$ cat config.mk
export PLATFORM = sky130hd
export DESIGN_NAME = fade_envelope_generator_unit
export DESIGN_NICKNAME = d
export VERILOG_FILES = /design/src/design/feg_pkg.sv /design/src/design/feg_divider.sv /design/src/design/feg_datapath.sv /design/src/design/feg_controller.sv /design/src/design/fade_envelope_generator_unit.sv
export VERILOG_INCLUDE_DIRS = /design/src /design/src/design
export SDC_FILE = /design/constraint.sdc
export NUM_CORES = 2
export LEC_CHECK = 0
export ABC_AREA = 1
export BUFFER_PORTS_ARGS = -buffer_cell sky130_fd_sc_hd__buf_4
export CORE_MARGIN = 3
export CORE_UTILIZATION = 68
export CTS_BUF_LIST = sky130_fd_sc_hd__clkbuf_16
export CTS_CLUSTER_DIAMETER = 80
export DETAILED_ROUTE_END_ITERATION = 12
export GPL_TIMING_DRIVEN = 0
export PLACE_DENSITY = 0.84
export SETUP_SLACK_MARGIN = 0.15
export SLEW_MARGIN = 20
export SYNTH_ARGS = -nofsm -noshare
export SYNTH_HDL_FRONTEND = slang
export SYNTH_SLANG_ARGS = --single-unit
$ cat constraint.sdc
create_clock -name clock -period 15.32 [get_ports clock]
set_input_delay 3.83 -clock clock [delete_from_list [all_inputs] [get_ports clock]]
set_output_delay 3.83 -clock clock [all_outputs]
set_load 0.005 [all_outputs]
$ cat src/design/fade_envelope_generator_unit_assert.svh
// Assertion macros shared by the fade envelope generator modules.
// Each macro takes a label, the clock, the reset and the checked expressions.
`ifndef FADE_ENVELOPE_GENERATOR_UNIT_ASSERT_SVH
`define FADE_ENVELOPE_GENERATOR_UNIT_ASSERT_SVH

// Same-cycle implication.
`define FEG_ASSERT_IMPLY(label, clk, rst, ante, cons, msg) \
   label: assert property (@(posedge clk) disable iff (rst) (ante) |-> (cons)) \
      else $error(msg);

// Next-cycle implication.
`define FEG_ASSERT_NEXT(label, clk, rst, ante, cons, msg) \
   label: assert property (@(posedge clk) disable iff (rst) (ante) |=> (cons)) \
      else $error(msg);

`endif

$ cat src/design/feg_pkg.sv
// Package for the fade envelope generator: word types, phase codes,
// datapath operation codes, register indexes and fixed-point constants.
`default_nettype none

package feg_pkg;

   localparam int TIME_W   = 32;
   localparam int WEIGHT_W = 17;
   localparam int PHASE_W  = 3;
   localparam int CSR_IDX_W = 2;

   // 0.01 s in Q16.16 and 1.0 in Q1.16
   localparam logic [TIME_W-1:0]   THR = 32'd655;
   localparam logic [WEIGHT_W-1:0] ONE = 17'h10000;

   // quotient bits produced by the serial divider
   localparam int QBITS = 17;
   localparam int CNT_W = 5;
   localparam logic [CNT_W-1:0] CNT_LAST = CNT_W'(QBITS - 1);

   localparam logic [CSR_IDX_W-1:0] CSR_START_TIME    = 2'd0;
   localparam logic [CSR_IDX_W-1:0] CSR_FADE_IN_TIME  = 2'd1;
   localparam logic [CSR_IDX_W-1:0] CSR_HOLD_TIME     = 2'd2;
   localparam logic [CSR_IDX_W-1:0] CSR_FADE_OUT_TIME = 2'd3;

   typedef enum logic [PHASE_W-1:0] {
      PH_WAIT     = 3'd0,
      PH_FADE_IN  = 3'd1,
      PH_HOLD     = 3'd2,
      PH_FADE_OUT = 3'd3,
      PH_DONE     = 3'd4
   } phase_type;

   typedef enum logic [3:0] {
      OP_NONE,
      OP_LOAD,
      OP_REQUEST,
      OP_ABS_START,
      OP_ABS_FADE_IN,
      OP_ABS_HOLD,
      OP_ABS_FADE_OUT,
      OP_ABS_IN_APPLY,
      OP_ABS_OUT_APPLY,
      OP_STEP_ADD,
      OP_STEP_WAIT_CHK,
      OP_STEP_IN_APPLY,
      OP_STEP_HOLD_CHK,
      OP_STEP_OUT_APPLY,
      OP_DIV_START,
      OP_RESULT
   } op_type;

   typedef struct packed {
      logic              req_type;
      logic [TIME_W-1:0] time_now;
      logic [TIME_W-1:0] time_step;
      logic [TIME_W-1:0] forced_fade_time;
   } req_word_type;

   typedef struct packed {
      logic [WEIGHT_W-1:0] weight;
      logic [PHASE_W-1:0]  phase;
   } rsp_word_type;

   typedef struct packed {
      logic      req_type;
      logic      forced_mode;
      phase_type phase;
      logic      sub_neg;
      logic      hold_short;
      logic      div_done;
   } status_type;

endpackage

`default_nettype wire

$ cat src/design/feg_divider.sv
// Serial restoring divider: floor(num * 65536 / den) clamped to 1.0 (Q1.16).
// One quotient bit per cycle; depends on feg_pkg.
`default_nettype none
`include "fade_envelope_generator_unit_assert.svh"

module feg_divider
   import feg_pkg::*;
(
   input  wire logic                clock,
   input  wire logic                reset,
   input  wire logic                start,
   input  wire logic [TIME_W-1:0]   num,
   input  wire logic [TIME_W-1:0]   den,
   output logic                     done,
   output logic [WEIGHT_W-1:0]      quot
);

   typedef enum logic [1:0] {
      DV_IDLE,
      DV_RUN,
      DV_FIN
   } dv_state_type;

   dv_state_type          state_ff;
   logic                  done_ff;
   logic [CNT_W-1:0]      cnt_ff;
   logic [TIME_W-1:0]     rem_ff;
   logic [TIME_W-1:0]     den_ff;
   logic                  nbit_ff;
   logic                  sat_ff;
   logic [QBITS-1:0]      q_ff;

   logic [TIME_W:0]       shifted;
   logic [TIME_W+1:0]     trial;
   logic                  fits;
   logic                  sat_chk;

   always_comb begin
      shifted = {rem_ff, nbit_ff};
      trial   = {1'b0, shifted} - {2'b00, den_ff};
      fits    = !trial[TIME_W+1];
      // quotient reaches 2^17 or more, or division by zero
      sat_chk = (den == '0) || ({1'b0, num} >= {den, 1'b0});
   end

   always_ff @(posedge clock) begin
      if (reset) begin
         state_ff <= DV_IDLE;
         done_ff  <= 1'b0;
      end else begin
         done_ff <= 1'b0;
         unique case (state_ff)
            DV_IDLE: begin
               if (start) begin
                  den_ff <= den;
                  q_ff   <= '0;
                  if (sat_chk) begin
                     sat_ff   <= 1'b1;
                     state_ff <= DV_FIN;
                  end else begin
                     sat_ff   <= 1'b0;
                     rem_ff   <= {1'b0, num[TIME_W-1:1]};
                     nbit_ff  <= num[0];
                     cnt_ff   <= CNT_LAST;
                     state_ff <= DV_RUN;
                  end
               end
            end
            DV_RUN: begin
               nbit_ff <= 1'b0;
               rem_ff  <= fits ? trial[TIME_W-1:0] : shifted[TIME_W-1:0];
               q_ff    <= {q_ff[QBITS-2:0], fits};
               if (cnt_ff == '0) begin
                  state_ff <= DV_FIN;
               end else begin
                  cnt_ff <= cnt_ff - 1'b1;
               end
            end
            DV_FIN: begin
               q_ff     <= (sat_ff || q_ff > ONE) ? ONE : q_ff;
               done_ff  <= 1'b1;
               state_ff <= DV_IDLE;
            end
            default: begin
               state_ff <= DV_IDLE;
            end
         endcase
      end
   end

   assign done = done_ff;
   assign quot = q_ff;

   `FEG_ASSERT_IMPLY(a_start_idle, clock, reset, start, state_ff == DV_IDLE, "divider started while busy")
   `FEG_ASSERT_NEXT(a_done_pulse, clock, reset, done_ff, !done_ff, "divider done longer than one cycle")
   `FEG_ASSERT_IMPLY(a_quot_range, clock, reset, done_ff, q_ff <= ONE, "quotient above one")

endmodule

`default_nettype wire

$ cat src/design/feg_datapath.sv
// Datapath: configuration registers, envelope state, item and result words,
// the subtract/compare unit and the shared divider. Depends on feg_pkg, feg_divider.
`default_nettype none
`include "fade_envelope_generator_unit_assert.svh"

module feg_datapath
   import feg_pkg::*;
(
   input  wire logic                  clock,
   input  wire logic                  reset,
   input  wire logic                  csr_wr_en,
   input  wire logic [CSR_IDX_W-1:0]  csr_index,
   input  wire logic [TIME_W-1:0]     csr_wdata,
   input  wire req_word_type          req_data,
   output rsp_word_type               rsp_data,
   input  wire op_type                op,
   output status_type                 sts
);

   logic [TIME_W-1:0]   start_time_ff;
   logic [TIME_W-1:0]   fade_in_time_ff;
   logic [TIME_W-1:0]   hold_time_ff;
   logic [TIME_W-1:0]   fade_out_time_ff;

   phase_type           phase_ff;
   logic [WEIGHT_W-1:0] weight_ff;
   logic [TIME_W-1:0]   elapsed_ff;
   logic                forced_mode_ff;
   logic [TIME_W-1:0]   forced_length_ff;

   req_word_type        item_ff;
   logic [TIME_W-1:0]   fo_ff;
   logic [TIME_W-1:0]   work_ff;
   rsp_word_type        rsp_ff;

   logic [TIME_W-1:0]   sub_a;
   logic [TIME_W-1:0]   sub_b;
   logic [TIME_W:0]     diff;
   logic                neg;
   logic                hold_short;
   logic [TIME_W:0]     step_sum;
   logic [TIME_W-1:0]   elapsed_sat;
   logic [WEIGHT_W:0]   w_up;
   logic                div_done;
   logic [WEIGHT_W-1:0] quot;
   logic [TIME_W-1:0]   div_num;
   logic [TIME_W-1:0]   div_den;

   always_comb begin
      sub_a = work_ff;
      sub_b = fo_ff;
      case (op)
         OP_ABS_START: begin
            sub_a = item_ff.time_now;
            sub_b = start_time_ff;
         end
         OP_ABS_FADE_IN:  sub_b = fade_in_time_ff;
         OP_ABS_HOLD:     sub_b = hold_time_ff;
         default:         sub_b = fo_ff;
      endcase
      diff        = {1'b0, sub_a} - {1'b0, sub_b};
      neg         = diff[TIME_W];
      hold_short  = hold_time_ff < THR;
      step_sum    = {1'b0, elapsed_ff} + {1'b0, item_ff.time_step};
      elapsed_sat = step_sum[TIME_W] ? '1 : step_sum[TIME_W-1:0];
      w_up        = {1'b0, weight_ff} + {1'b0, quot};
      div_num     = forced_mode_ff ? item_ff.time_step : elapsed_ff;
      div_den     = (phase_ff == PH_FADE_IN) ? fade_in_time_ff : fo_ff;
   end

   feg_divider u_div (
      .clock (clock),
      .reset (reset),
      .start (op == OP_DIV_START),
      .num   (div_num),
      .den   (div_den),
      .done  (div_done),
      .quot  (quot)
   );

   always_ff @(posedge clock) begin
      if (reset) begin
         start_time_ff    <= '0;
         fade_in_time_ff  <= '0;
         hold_time_ff     <= '0;
         fade_out_time_ff <= '0;
         phase_ff         <= PH_WAIT;
         weight_ff        <= '0;
         elapsed_ff       <= '0;
         forced_mode_ff   <= 1'b0;
         forced_length_ff <= '0;
      end else begin
         if (csr_wr_en) begin
            unique case (csr_index)
               CSR_START_TIME:    start_time_ff    <= csr_wdata;
               CSR_FADE_IN_TIME:  fade_in_time_ff  <= csr_wdata;
               CSR_HOLD_TIME:     hold_time_ff     <= csr_wdata;
               CSR_FADE_OUT_TIME: fade_out_time_ff <= csr_wdata;
               default: ;
            endcase
         end
         case (op)
            OP_REQUEST: begin
               forced_mode_ff   <= 1'b1;
               forced_length_ff <= (item_ff.forced_fade_time > THR) ?
                                   item_ff.forced_fade_time : '0;
               elapsed_ff       <= '0;
               case (phase_ff) inside
                  PH_WAIT, PH_DONE:                 phase_ff <= PH_DONE;
                  PH_FADE_IN, PH_HOLD, PH_FADE_OUT: phase_ff <= PH_FADE_OUT;
                  default: ;
               endcase
            end
            OP_ABS_START: begin
               if (neg) begin
                  elapsed_ff <= item_ff.time_now;
                  weight_ff  <= '0;
                  phase_ff   <= PH_WAIT;
               end
            end
            OP_ABS_FADE_IN: begin
               if (neg) begin
                  elapsed_ff <= work_ff;
                  phase_ff   <= PH_FADE_IN;
               end
            end
            OP_ABS_HOLD: begin
               if (neg || hold_short) begin
                  elapsed_ff <= work_ff;
                  weight_ff  <= ONE;
                  phase_ff   <= PH_HOLD;
               end
            end
            OP_ABS_FADE_OUT: begin
               if (neg) begin
                  elapsed_ff <= work_ff;
                  phase_ff   <= PH_FADE_OUT;
               end else begin
                  elapsed_ff <= '0;
                  weight_ff  <= '0;
                  phase_ff   <= PH_DONE;
               end
            end
            OP_ABS_IN_APPLY:  weight_ff <= quot;
            OP_ABS_OUT_APPLY: weight_ff <= ONE - quot;
            OP_STEP_ADD:      elapsed_ff <= elapsed_sat;
            OP_STEP_WAIT_CHK: begin
               if (elapsed_ff > start_time_ff) begin
                  elapsed_ff <= '0;
                  weight_ff  <= '0;
                  phase_ff   <= PH_FADE_IN;
               end
            end
            OP_STEP_IN_APPLY: begin
               if (elapsed_ff > fade_in_time_ff || w_up >= {1'b0, ONE}) begin
                  weight_ff  <= ONE;
                  elapsed_ff <= '0;
                  phase_ff   <= PH_HOLD;
               end else begin
                  weight_ff <= w_up[WEIGHT_W-1:0];
               end
            end
            OP_STEP_HOLD_CHK: begin
               if (elapsed_ff > hold_time_ff && !hold_short) begin
                  elapsed_ff <= '0;
                  weight_ff  <= ONE;
                  phase_ff   <= PH_FADE_OUT;
               end
            end
            OP_STEP_OUT_APPLY: begin
               if (elapsed_ff > fo_ff || weight_ff <= quot) begin
                  elapsed_ff <= '0;
                  weight_ff  <= '0;
                  phase_ff   <= PH_DONE;
               end else begin
                  weight_ff <= weight_ff - quot;
               end
            end
            default: ;
         endcase
      end
   end

   // item word, effective fade-out length, placement remainder, result word
   always_ff @(posedge clock) begin
      case (op)
         OP_LOAD: begin
            item_ff <= req_data;
            fo_ff   <= (forced_length_ff > THR) ? forced_length_ff : fade_out_time_ff;
         end
         OP_ABS_START, OP_ABS_FADE_IN, OP_ABS_HOLD, OP_ABS_FADE_OUT: begin
            work_ff <= diff[TIME_W-1:0];
         end
         OP_RESULT: begin
            rsp_ff.weight <= weight_ff;
            rsp_ff.phase  <= phase_ff;
         end
         default: ;
      endcase
   end

   assign rsp_data        = rsp_ff;
   assign sts.req_type    = item_ff.req_type;
   assign sts.forced_mode = forced_mode_ff;
   assign sts.phase       = phase_ff;
   assign sts.sub_neg     = neg;
   assign sts.hold_short  = hold_short;
   assign sts.div_done    = div_done;

   `FEG_ASSERT_IMPLY(a_weight_range, clock, reset, 1'b1, weight_ff <= ONE, "weight above one")

endmodule

`default_nettype wire

$ cat src/design/feg_controller.sv
// Sequencer for the fade envelope generator: handshakes and datapath operations.
// Depends on feg_pkg.
`default_nettype none
`include "fade_envelope_generator_unit_assert.svh"

module feg_controller
   import feg_pkg::*;
(
   input  wire logic        clock,
   input  wire logic        reset,
   input  wire logic        req_valid,
   output logic             req_stall,
   output logic             rsp_valid,
   input  wire logic        rsp_stall,
   input  wire status_type  sts,
   output op_type           op
);

   typedef enum logic [3:0] {
      ST_IDLE,
      ST_DISPATCH,
      ST_ABS_S,
      ST_ABS_FI,
      ST_ABS_H,
      ST_ABS_FO,
      ST_STEP_ADD,
      ST_STEP_CHK,
      ST_DIV_START,
      ST_DIV_WAIT,
      ST_APPLY,
      ST_DONE
   } state_type;

   state_type state_ff;
   state_type state_in;
   logic      rsp_valid_ff;
   logic      rsp_valid_in;

   always_comb begin
      state_in = state_ff;
      op       = OP_NONE;
      unique case (state_ff)
         ST_IDLE: begin
            if (req_valid) begin
               op       = OP_LOAD;
               state_in = ST_DISPATCH;
            end
         end
         ST_DISPATCH: begin
            if (sts.req_type) begin
               op       = OP_REQUEST;
               state_in = ST_DONE;
            end else if (!sts.forced_mode) begin
               state_in = ST_ABS_S;
            end else begin
               case (sts.phase) inside
                  PH_WAIT, PH_FADE_IN, PH_HOLD, PH_FADE_OUT: state_in = ST_STEP_ADD;
                  default:                                   state_in = ST_DONE;
               endcase
            end
         end
         ST_ABS_S: begin
            op       = OP_ABS_START;
            state_in = sts.sub_neg ? ST_DONE : ST_ABS_FI;
         end
         ST_ABS_FI: begin
            op       = OP_ABS_FADE_IN;
            state_in = sts.sub_neg ? ST_DIV_START : ST_ABS_H;
         end
         ST_ABS_H: begin
            op       = OP_ABS_HOLD;
            state_in = (sts.sub_neg || sts.hold_short) ? ST_DONE : ST_ABS_FO;
         end
         ST_ABS_FO: begin
            op       = OP_ABS_FADE_OUT;
            state_in = sts.sub_neg ? ST_DIV_START : ST_DONE;
         end
         ST_STEP_ADD: begin
            op       = OP_STEP_ADD;
            state_in = ST_STEP_CHK;
         end
         ST_STEP_CHK: begin
            case (sts.phase) inside
               PH_WAIT: begin
                  op       = OP_STEP_WAIT_CHK;
                  state_in = ST_DONE;
               end
               PH_HOLD: begin
                  op       = OP_STEP_HOLD_CHK;
                  state_in = ST_DONE;
               end
               PH_FADE_IN, PH_FADE_OUT: state_in = ST_DIV_START;
               default:                 state_in = ST_DONE;
            endcase
         end
         ST_DIV_START: begin
            op       = OP_DIV_START;
            state_in = ST_DIV_WAIT;
         end
         ST_DIV_WAIT: begin
            if (sts.div_done) begin
               state_in = ST_APPLY;
            end
         end
         ST_APPLY: begin
            if (sts.forced_mode) begin
               op = (sts.phase == PH_FADE_IN) ? OP_STEP_IN_APPLY : OP_STEP_OUT_APPLY;
            end else begin
               op = (sts.phase == PH_FADE_IN) ? OP_ABS_IN_APPLY : OP_ABS_OUT_APPLY;
            end
            state_in = ST_DONE;
         end
         ST_DONE: begin
            // load the output word only once the previous one is gone
            if (!rsp_valid_ff || !rsp_stall) begin
               op       = OP_RESULT;
               state_in = ST_IDLE;
            end
         end
         default: state_in = ST_IDLE;
      endcase
      rsp_valid_in = (op == OP_RESULT) || (rsp_valid_ff && rsp_stall);
   end

   always_ff @(posedge clock) begin
      if (reset) begin
         state_ff     <= ST_IDLE;
         rsp_valid_ff <= 1'b0;
      end else begin
         state_ff     <= state_in;
         rsp_valid_ff <= rsp_valid_in;
      end
   end

   assign req_stall = (state_ff != ST_IDLE);
   assign rsp_valid = rsp_valid_ff;

   `FEG_ASSERT_IMPLY(a_no_overwrite, clock, reset, op == OP_RESULT, !rsp_valid_ff || !rsp_stall, "waiting word overwritten")

endmodule

`default_nettype wire

$ cat src/design/fade_envelope_generator_unit.sv
// Fade envelope generator, top level: controller, datapath and configuration port.
// Depends on feg_pkg, feg_controller, feg_datapath.
//
// Each accepted word yields one result word carrying the weight (Q1.16) and the
// phase after the word is applied. One word is processed at a time. Forced
// fade-out requests, absolute ticks and stepped ticks take their own paths
// through the controller, and a tick that needs the weight quotient (fade-in
// or fade-out, absolute or stepped) waits for the serial divider, which
// produces one of 17 quotient bits per cycle. A stalled receiver holds the
// result word in the output register. A new word is taken while the previous
// result still waits in the output register. The user must write configuration
// registers only while no word is in flight; the block itself does not
// enforce this.
`default_nettype none

module fade_envelope_generator_unit
   import feg_pkg::*;
(
   input  wire logic                  clock,
   input  wire logic                  reset,
   input  wire logic                  req_valid,
   output logic                       req_stall,
   input  wire req_word_type          req_data,
   output logic                       rsp_valid,
   input  wire logic                  rsp_stall,
   output rsp_word_type               rsp_data,
   input  wire logic                  csr_wr_en,
   input  wire logic [CSR_IDX_W-1:0]  csr_index,
   input  wire logic [TIME_W-1:0]     csr_wdata
);

   op_type     op;
   status_type sts;

   feg_controller u_ctrl (
      .clock     (clock),
      .reset     (reset),
      .req_valid (req_valid),
      .req_stall (req_stall),
      .rsp_valid (rsp_valid),
      .rsp_stall (rsp_stall),
      .sts       (sts),
      .op        (op)
   );

   feg_datapath u_dp (
      .clock     (clock),
      .reset     (reset),
      .csr_wr_en (csr_wr_en),
      .csr_index (csr_index),
      .csr_wdata (csr_wdata),
      .req_data  (req_data),
      .rsp_data  (rsp_data),
      .op        (op),
      .sts       (sts)
   );

endmodule

`default_nettype wire
Word level (Yosys, flattened, before mapping)
Index checks and enable logic that the tools add are counted.
Storage, ports and cells
  flip-flop bits (word level): 490
  output and inout bits: 22
  word-level logic and storage cells: 219
Operators by class
  add/subtract/negate cells: 7
  order comparisons: 11
  equality and inequality tests: 52
  multiplexer cells: 78
  bitwise gates (word level): 1
  reduce and logical (&&, ||, !) cells: 43
Operator list (number)
  2-to-1 mux 32 bit: 17
  one-hot mux 32 bit (10 select lines): 1
  2-to-1 mux 17 bit: 9
  one-hot mux 17 bit (9 select lines): 1
  > comparator 32 bit: 4
  one-hot mux 32 bit (3 select lines): 1
  > comparator 32 x 10 -> 1 bit, second input constant: 2
  2-to-1 mux 4 bit: 16
  one-hot mux 32 bit (2 select lines): 1
  one-hot mux 17 bit (3 select lines): 1
  == test 4 bit, second input constant: 12
  one-hot mux 4 bit (12 select lines): 1
  one-hot mux 4 bit (11 select lines): 1
  subtractor 33 x 32 -> 34 bit: 1
  adder 32 x 32 -> 33 bit: 1
  greater-or-equal comparator 32 x 33 -> 1 bit: 1
  2-to-1 mux 3 bit: 11
  subtractor 32 x 32 -> 33 bit: 1
  == test 4 x 3 -> 1 bit, second input constant: 8
  zero test 32 bit: 1
  less-than comparator 32 x 10 -> 1 bit, second input constant: 1
  one-hot mux 3 bit (9 select lines): 1
  adder 17 x 17 -> 18 bit: 1
  greater-or-equal comparator 18 x 17 -> 1 bit, second input constant: 1
  44 further kinds: 97

Longest topological paths before layout
  depth after elaboration: 10
  gate-level depth with buffers: 35

By module
Synthesis repeated with hierarchy kept, for this count alone.
Unflattened totals
  cell total of the unflattened synthesis: 4779
  area, all modules: 34504.3 um^2
By module, submodules not included
  feg_datapath: times used 1, cells an instance 3545, area an instance 26218.9 um^2, sequential area each 9699.3 um^2
  feg_divider: times used 1, cells an instance 1113, area an instance 7662.3 um^2, sequential area each 2702.6 um^2
  feg_controller: times used 1, cells an instance 121, area an instance 623.1 um^2, sequential area each 100.1 um^2

Worst setup path before layout
No wires, ideal clock.
  path type: input -> register
  from: input port rsp_stall
  to: register u_dp.fo_ff[0] (enable)
  arrival time: 9.849 ns
  required time: 14.701 ns
  path slack: 4.852 ns
  cell stages on the path: 6
  buffers on the path: 0
  cell sequence: nand2_1 -> nand3_1 -> nand2_1 -> nor2_1 -> nand3_1 -> nor2_1
Between the ends
  word-level cells in the longest chain between the ends: 5
RTL lines
  start, declared: RTL line fade_envelope_generator_unit.sv:25  | input wire logic rsp_stall,
  zero test 1 bit: RTL line feg_controller.sv:115  | if (!rsp_valid_ff || !rsp_stall) begin
  logical OR 1 bit: RTL line feg_controller.sv:115
  2-to-1 mux 4 bit: RTL line feg_controller.sv:115
  one-hot mux 4 bit (11 select lines): RTL line feg_controller.sv:42  | unique case (state_ff)
  == test 4 x 1 -> 1 bit: RTL line feg_datapath.sv:186  | case (op)
  end signal, assigned: RTL line feg_datapath.sv:189  | fo_ff <= (forced_length_ff > THR) ? forced_length_ff : fade_out_time_ff;
  end, declared: RTL line feg_datapath.sv:32  | logic [TIME_W-1:0] fo_ff;
No other way between the ends.
A chain may end at the register's enable or synchronous reset.

Final worst setup path
  from: input port rsp_stall
  to: register u_dp.weight_ff[6]
Between the ends
  word-level cells in the longest chain between the ends: 10
  elaborated cells between the ends (all ways): 26
  classes of those cells: add/sub (1); eq/ne (15); mux (5); reduce/logical (5)
RTL lines
  zero test 1 bit *: RTL line feg_controller.sv:115
  logical OR 1 bit *: RTL line feg_controller.sv:115
  2-to-1 mux 4 bit *: RTL line feg_controller.sv:115
  one-hot mux 4 bit (11 select lines) *: RTL line feg_controller.sv:42
  == test 4 x 3 -> 1 bit, or another cell as far along: RTL line feg_datapath.sv:52, feg_datapath.sv:102
  one-hot mux 32 bit (3 select lines) or 2-to-1 mux 32 bit (tied branches): RTL line feg_datapath.sv:52  | case (op)
  subtractor 32 x 32 -> 33 bit: RTL line feg_datapath.sv:61  | diff = {1'b0, sub_a} - {1'b0, sub_b};
  logical OR 1 bit: RTL line feg_datapath.sv:128  | if (neg || hold_short) begin
  != test 2 bit (no line)
  AND reduction 6 bit (no line)
  end signal, assigned: RTL line feg_datapath.sv:144  | OP_ABS_IN_APPLY: weight_ff <= quot;
  end signal, assigned: RTL line feg_datapath.sv:145  | OP_ABS_OUT_APPLY: weight_ff <= ONE - quot;
  end signal, assigned: RTL line feg_datapath.sv:160  | weight_ff <= w_up[WEIGHT_W-1:0];
  end, declared: RTL line feg_datapath.sv:26  | logic [WEIGHT_W-1:0] weight_ff;
Mark *: on every way between the ends. The rest lies on a longest branch, timed or not.

==> results.cfg <==
[final_layout]
diodes = 0
regMostFlops = u_dp.item_ff
syn2layout_area_growth_pct = 12.1
n_fill_cell = 3579
drive_above_1_share_pct = 6.74
fin_cells = 5391
fin_nets = 5169
largest_reg_flops = 96

[logic_synthesis]
seq_area_frac_synth_pct = 37.7
synth_edf_count = 269
syn_inst = 4511
synth_top_area_share_pct = 24.4
synth_top_area_cell = edfxtp_1
synthTopCellsByCount = nand2_1 (1,131), inv_1 (633), a21oi_1 (410), o21ai_0 (389), nor2_1 (320)
netlist_area_mm2 = 0.0332
yosys_warnings = 0
ys_ff_latch = 490
syn_avg_cell_area_um2 = 7.35
synth_ff_type = edfxtp_1
synth.distinct_cells = 53
async_flop_share_pct = 0
syn_nets = 4949
synth.area.top_cells = edfxtp_1 (24%), dfxtp_1 (13%), nand2_1 (13%)
synth_most_common_cell = nand2_1

[sta]
setup_violations = 0
worst_pin_slew_ns = 1.14
hold_viol_final = 0
slew_viol_final = 0
finClkSkew_ns = 0.0389
slew_headroom_pct = 23.4
period_needed_ns = 9.36
timing.final.crit_share_pct = 61.1
fmax_mhz = 107
rsz0062_at_grt = no
fin_tns_setup_ns = 0

[route]
drt-total-wl_mm = 116
routedWlPerCell_um = 21.5
remaining_drc_errors = 0
initialDrtViolationCount = 4320
drt_first_pass_iters = 8
vias_per_cell = 6.18
ant_nets = 0
via_count = 33337

[critical_path]
cp.required_ns = 15.87
critical_path_depth = 26
r2r_end = u_dp.weight_ff[6]
reg2reg_slack_ns = 7.47
cp_max_fo = 10
endpoint_kind = register
cp_top_family = simple AND/OR/NAND/NOR gates
crit_type = in -> reg
path_common_cell = nand2_1
timing.rr.start = u_dp.forced_mode_ff
cp_slowest_cell = o21ai_0
reg2regPathDepth = 29
critPathMaxStageDelay_ns = 0.74
crit_arrival_ns = 9.91
start_kind = input pin
crit_buf_inv = 6

[die]
io_pins = 158
initial_utilization_pct = 69.2
dieArea_mm2 = 0.0515
die_h_um = 227
die_w_um = 227
core_area_mm2 = 0.0479
placementRows = 80

[hold_path]
hold_path_depth = 2
hold_path.startpoint = u_dp.fade_out_time_ff[30]
hold_end = u_dp.fade_out_time_ff[30]
min_path_type = reg -> reg

[grt]
grt_pass1_wl_mm = 174
track_usage_pct = 44.5
antenna_found_initial = 1
grt_pass1_vias = 31096
overflow = 0
grt_max_degree = 36

[place]
post-place-cells = 5291
place.gp.congestion = 1.09
io_buffer_count = 157
dp_hpwl_mm = 90.1

[pwr]
p_leak_nw = 17.4
p_total_mw = 8.70
ir_drop_v = 0.000272
powerDensity_mw_per_mm2 = 234

[clocking]
cts_buffers = 53
cts_tree = done
clkTransAtPathRegs_ns = 0.06
ctsHoldBuffers = 0
root_buffer = clkbuf_16
cts_sinks = 490
ctsHtreeMaxLevel = 2
cts_resized = 0
post_cts_buffers = 0
clk_path_buf_depth = 3
worstSkewPairLatency_ns = 0.65

[flow_run]
drv_cap = 0

[run_status]
status = finished, final reports clean
worst min-delay path: stages, from the launching register on:
cell     delay (ns)
dfxtp_1        0.30
inv_1          0.05
a21oi_1        0.05
logic make-up after synthesis:
kind of cell / after synthesis / share of synthesized area [%]
DFF: 490 / 37.7
AOI/OAI and AO/OA: 969 / 15.9
and+or+nand+nor: 1877 / 23.5
adders and majority gates: 302 / 11.5
xor gates and xnor gates: 88 / 2.32
buffers and inverters: 785 / 9.06
worst max-delay path by stage:
stage | to | from
after floorplan | u_dp.fo_ff[0] | rsp_stall
after global placement | u_dp.item_ff[74] | rsp_stall
after detailed placement | u_dp.weight_ff[6] | rsp_stall
after CTS | u_dp.weight_ff[6] | rsp_stall
after global routing | u_dp.weight_ff[15] | rsp_stall
final | u_dp.weight_ff[6] | rsp_stall
metal layers:
| layer | part of all wire, % | GRT usage, % | vias up |
|---|---|---|---|
| met5 | 0 | 0 | - |
| met2 | 42 | 66.4 | 2260 |
| met1 | 37 | 56.2 | 15080 |
| li1 | - | - | 15488 |
| met4 | 8.5 | 32.7 | 0 |
| met3 | 13 | 11.1 | 509 |
placed cells by master (no fill, tap or decap), types with 13 or more instances in the layout:
cell / n
nand2_1: 1131
inv_1: 636
a21oi_1: 410
o21ai_0: 389
nor2_1: 318
ha_1: 297
edfxtp_1: 269
nand3_1: 246
dfxtp_1: 221
buf_4: 167
clkbuf_1: 111
nand4_1: 67
xor2_1: 60
clkbuf_16: 54
nor3_1: 49
xnor2_1: 28
o2111ai_1: 25
a21o_1: 22
buf_2: 17
o21bai_1: 17
o21a_1: 16
o211ai_1: 16
nand3b_1: 15
a31oi_1: 15
nor4_1: 14
o21ai_1: 13
o22ai_1: 13
metrics by stage:
| step | worst slack, ns | util, % | hold WS [ns] | area, µm² |
|---|---|---|---|---|
| floorplan | 4.85 | - | 0.425 | 33200 |
| global placement | 2.15 | 73.2 | 0.432 | 35100 |
| detailed placement | 5.69 | 73.5 | 0.439 | 35300 |
| CTS | 6.32 | 77.6 | 0.448 | 37200 |
| global route | 5.77 | 77.6 | 0.469 | 37200 |
| finish | 5.96 | 77.6 | 0.449 | 37200 |
where the power goes:
group / internal, mW / total (mW) / switching (mW)
Combinational: 1.56 / 4.94 / 3.38
Clock: 0.824 / 1.41 / 0.590
Sequential: 1.96 / 2.35 / 0.383
area by class of cell:
| class | count | area (µm²) | share of cell area, % |
|---|---|---|---|
| Clock buffer | 54 | 1350 | 3.63 |
| Buffer | 144 | 599 | 1.61 |
| Clock inverter | 46 | 578 | 1.55 |
| Multi-Input combinational cell | 3236 | 17700 | 47.6 |
| Inverter | 641 | 2410 | 6.47 |
| Timing Repair Buffer | 165 | 1290 | 3.48 |
| Tap cell | 615 | 769 | 2.07 |
| Sequential cell | 490 | 12500 | 33.6 |
No activity file was read; power rests on OpenSTA's default activity.
